$ cat src/hdl/uhsc_pkg.sv
// Shared types, constants and the Han code point test for the UTF-16 Han string checker.
`default_nettype none

package uhsc_pkg;

	localparam int unsigned UnitWidth = 32;
	localparam int unsigned OffsetWidth = 10;

	localparam logic [UnitWidth-1:0] HanIdeoZero = 32'h0000_3007;
	localparam logic [UnitWidth-1:0] HanExtALo = 32'h0000_3400;
	localparam logic [UnitWidth-1:0] HanExtAHi = 32'h0000_4DBF;
	localparam logic [UnitWidth-1:0] HanUniLo = 32'h0000_4E00;
	localparam logic [UnitWidth-1:0] HanUniHi = 32'h0000_9FFF;
	localparam logic [UnitWidth-1:0] HanCompatLo = 32'h0000_F900;
	localparam logic [UnitWidth-1:0] HanCompatHi = 32'h0000_FAFF;
	localparam logic [UnitWidth-1:0] HanSipLo = 32'h0002_0000;
	localparam logic [UnitWidth-1:0] HanSipHi = 32'h0002_FA1F;
	localparam logic [UnitWidth-1:0] HanTipLo = 32'h0003_0000;
	localparam logic [UnitWidth-1:0] HanTipHi = 32'h0003_347F;

	localparam logic [5:0] HighSurrTag = 6'b110110;
	localparam logic [5:0] LowSurrTag = 6'b110111;
	localparam logic [UnitWidth-1:0] SuppBase = 32'h0001_0000;

	localparam logic SurrogateModeReset = 1'b1;

	typedef struct packed {
		logic pending_high;
		logic [OffsetWidth-1:0] high_offset;
		logic failed;
		logic saw_unit;
	} uhsc_state_t;

	localparam uhsc_state_t StateClear = '{
		pending_high: 1'b0,
		high_offset: '0,
		failed: 1'b0,
		saw_unit: 1'b0
	};

	function automatic logic han_point(input logic [UnitWidth-1:0] cp);
		han_point = cp inside {HanIdeoZero, [HanExtALo:HanExtAHi], [HanUniLo:HanUniHi],
			[HanCompatLo:HanCompatHi], [HanSipLo:HanSipHi], [HanTipLo:HanTipHi]};
	endfunction

endpackage

`default_nettype wire

$ cat src/hdl/uhsc_step.sv
// Combinational next-state and verdict logic for one code unit item.
`default_nettype none

module uhsc_step (
	input  wire logic                          surrogate_mode,
	input  wire uhsc_pkg::uhsc_state_t         cur,
	input  wire logic [uhsc_pkg::UnitWidth-1:0] code_unit,
	input  wire logic                          carries_unit,
	input  wire logic                          last,
	output uhsc_pkg::uhsc_state_t              nxt,
	output logic                               is_han
);
	import uhsc_pkg::*;

	logic [15:0] u16;
	logic is_high;
	logic is_low;
	logic [UnitWidth-1:0] pair_cp;
	uhsc_state_t upd;

	assign u16 = code_unit[15:0];
	assign is_high = (u16[15:10] == HighSurrTag);
	assign is_low = (u16[15:10] == LowSurrTag);
	assign pair_cp = SuppBase + {{(UnitWidth-2*OffsetWidth){1'b0}}, cur.high_offset, u16[9:0]};

	always_comb begin
		upd = cur;
		if (carries_unit) begin
			upd.saw_unit = 1'b1;
			if (surrogate_mode) begin
				if (cur.pending_high) begin
					upd.pending_high = 1'b0;
					upd.high_offset = '0;
					if (!is_low || !han_point(pair_cp)) begin
						upd.failed = 1'b1;
					end
				end else if (is_high) begin
					upd.pending_high = 1'b1;
					upd.high_offset = u16[9:0];
				end else if (is_low || !han_point({16'h0000, u16})) begin
					upd.failed = 1'b1;
				end
			end else begin
				if (cur.pending_high) begin
					upd.pending_high = 1'b0;
					upd.high_offset = '0;
					upd.failed = 1'b1;
				end
				if (!han_point(code_unit)) begin
					upd.failed = 1'b1;
				end
			end
		end
	end

	assign is_han = !upd.failed && upd.saw_unit && !upd.pending_high;
	assign nxt = last ? StateClear : upd;

endmodule

`default_nettype wire

$ cat config.mk
export PLATFORM = sky130hd
export DESIGN_NAME = uhsc_step
export DESIGN_NICKNAME = d
export VERILOG_FILES = /design/src/hdl/uhsc_pkg.sv /design/src/hdl/uhsc_step.sv
export SDC_FILE = /design/constraint.sdc
export NUM_CORES = 1
export LEC_CHECK = 0
export BUFFER_PORTS_ARGS = -buffer_cell sky130_fd_sc_hd__buf_4
export CORE_MARGIN = 5
export CORE_UTILIZATION = 43
export DETAILED_ROUTE_END_ITERATION = 8
export GPL_ROUTABILITY_DRIVEN = 0
export PLACE_DENSITY = 0.8
export SLEW_MARGIN = 20
export SYNTH_ARGS = -nofsm -noshare
export SYNTH_HDL_FRONTEND = slang
export SYNTH_SLANG_ARGS = --single-unit
$ cat constraint.sdc
create_clock -name vclk -period 3
set_input_delay 0.6 -clock vclk [all_inputs]
set_output_delay 0.6 -clock vclk [all_outputs]
set_load 0.03 [all_outputs]
==> run summary <==
SETUP PATH
--------------------------------------------------------------------------------
Maximum cell stage delay along the critical path                          490 ps
Crit. Startpoint                                                          cur[8]
Critical path startpoint category                                     input port
Largest fanout on the critical path                                            3
Setup CP Type                                                          in -> out
Type of element capturing the critical path                           output pin
Crit path max-delay cell type                                              or4_4
Series of cell instances along the critical path                    buf_8, inv_4, ha_4, nand3b_1, a211oi_2, nand3_1, a41o_1, or4_4, o21ai_4, and2b_2, buf_6
Data arrival time at the worst-slack endpoint                            2640 ps
Crit path required time                                                  2400 ps

FINAL LAYOUT
--------------------------------------------------------------------------------
Antenna diode count                                                            0
Area Overhead vs Synth                                                    70.28%
Number of sequential cells                                                     0
Layout clock buffers                                                           0
Area of all sequential standard cells                                    0 sq um
Net count, final                                                             323
Fraction of layout instances using a drive strength above 1               0.4015

PLACEMENT
--------------------------------------------------------------------------------
Placement-stage worst setup slack                                      -216.3 ps
Detailed-placement wirelength estimate                                  3.579 mm
Number of input and output port buffers inserted                              62

TIMING
--------------------------------------------------------------------------------
Max_slew headroom                                                         0.7175
Share of the cycle needed by the critical path after routing               1.079
Worst-margin pin slew                                                   418.5 ps
Final hold viol count                                                          0
Upper clock frequency limit                                            308.9 MHz
Setup TNS                                                              -419.8 ps
Final count of negative-setup-slack endpoints                                  2
Clock period minus worst slack                                           3237 ps
Unrepaired setup endpoints after global routing                              yes
Number of max-slew violations in the final report                              0
Worst hold slack across all endpoints                                    1487 ps
Worst setup margin                                                     -237.0 ps

OUTCOME
--------------------------------------------------------------------------------
Run status                                                          finished with violations
Violations in the final reports                                     negative setup slack

WORST HOLD PATH
--------------------------------------------------------------------------------
Number of cells traversed by the worst hold path                               3
Worst hold-check path type                                             in -> out
Hold_sp                                                                     last

DETAILED ROUTING
--------------------------------------------------------------------------------
Average wire per cell in the routed design                          15.78 microns
Post-DRT Antenna Nets                                                          0
Vias                                                                        1860
Total length of routed wires                                            4.718 mm
First drt pass iteration count                                                 6
Starting DRT DRC Count                                                       159
Average vias per placed instance                                           6.221
Post-route DRC                                                                 0

PWR
--------------------------------------------------------------------------------
Worst vdd ir                                                           0.1055 mV
Leakage power summed over all cells                                 0.0008128 uW
Areal power density over the cells                                  132.8 mW/mm^2

DIE
--------------------------------------------------------------------------------
Die Wd                                                              60.26 microns
Cell row count                                                                18
IO Pins                                                                       62
Full die area                                                       0.003631 sq mm
DIE HEIGHT                                                          60.26 microns
Core area                                                           0.002455 sq mm
Starting density of the core                                              0.4424

SYNTHESIS
--------------------------------------------------------------------------------
Cell count after synthesis                                                   188
Number of library cell types mapped by synthesis                              47
Area fraction in compound gates after synthesis                           0.3283
Synthesis Warnings                                                             0
Post-Synthesis Net Count                                                     240
Syn_area_per_cell                                                    5.777 sq um
Fraction of synthesized cell area in xor and xnor cells                        0
Adder-cell share of the synthesized area                                 0.04608
Simple-Gate Fraction of Synth Area                                        0.5645
Post-synthesis mux area share                                                  0
Dominant combinational cell family by area after synthesis          simple AND/OR/NAND/NOR gates
Synthesized cell area                                               0.001086 sq mm
Fraction of the yosys area taken by sequential cells                           0

GLOBAL ROUTING
--------------------------------------------------------------------------------
Vias in the first global route                                              1663
Wire length of the first global-routing pass                            7.431 mm
Total global routing overflow                                                  0
Largest net degree at the start of global routing                             13
Number of antenna violations at the first check in global routing              0
Overall routing resource usage                                            0.2569

JOB
--------------------------------------------------------------------------------
Number of max-cap violations                                                   0

## cell usage in the layout (no fill, tap or decap), types with 3 or more instances in the layout
cell type  Yosys  layout
a211oi_2       1       3
a21oi_1       20      18
a31oi_1        4       4
and3_1         4       4
buf_4          0      88
ha_1           4       3
inv_1          6       5
nand2_1       37      37
nand3_1       11      11
nand3b_1       3       3
nand4_1        8       8
nor2_1        10      10
nor2b_1        7       7
nor3_1         7       7
nor4_1         8       7
o21ai_0        7       7
## where the power goes
part | total [uW] | internal [uW] | switching [uW] | leakage [uW]
Sequential | 0 | 0 | 0 | 0
Clock | 0 | 0 | 0 | 0
Combinational | 246 | 116 | 129 | 0.000813
Total | 246 | 116 | 129 | 0.000813
## layer usage
metal	share of wire	vias up	global-route usage
met5	0	-	0
met4	0.010	0	0.03797
met3	0.13	13	0.04536
met2	0.46	143	0.4213
met1	0.39	820	0.3540
li1	-	884	-
## logic make-up after synthesis
family | count (synthesis)
buffers and inverters | 16
adder cells (fa/ha/maj) | 4
AND/OR/NAND/NOR | 115
AO/OA/AOI/OAI | 53
## cells in the mapped netlist (all sizes together), types with 3 or more instances
cell type	instances	area [sq um]
and3	4	25.02
nand3	11	55.05
a21oi	20	100.1
nor2	10	37.54
buf	5	25.02
nand3b	3	22.52
ha	4	50.05
nor3	7	35.03
nor2b	7	43.79
clkbuf	5	18.77
inv	6	22.52
o21ai	9	48.79
nand4	8	50.05
a31oi	4	25.02
nand2	37	138.9
a211oi	3	27.52
or2	3	18.77
nor4	8	50.05
## path summary, 6_finish.rpt
check	to	slack, ps
setup / recovery	nxt[1]	-240
hold / removal	nxt[0]	1490
## area by class of cell
cell class / instances / area, sq um
well taps: 30 / 37.54
fillers: 197 / 605.6
repair buffers: 91 / 698.2
multi-input cells: 172 / 1089
inverters: 6 / 25.02
## worst max-delay path, delay by kind of cell
family          cells  cell delay [ps]
compound gates      3              640
fa+ha+maj           1              250
buf+inv             3              230
simple gates        4              900
## per-stage QoR
stage          total power, uW  area, sq um  utilization  instances
6_report                 245.5         1849       0.7533        299
5_1_grt                  263.1         1849       0.7533        299
4_1_cts                  233.5         1807       0.7360        298
3_5_place_dp             228.2         1773       0.7222        296
3_3_place_gp             226.5         1773       0.7222        296
2_1_floorplan            103.5         1119            -        188
## what timing repair did
item,CTS,global route
pin swaps,5,4
hold buffers,0,0
setup buffers,2,1
gates resized for setup,5,7
setup endpoints to repair,2,2
No activity file was read; power rests on OpenSTA's default activity.
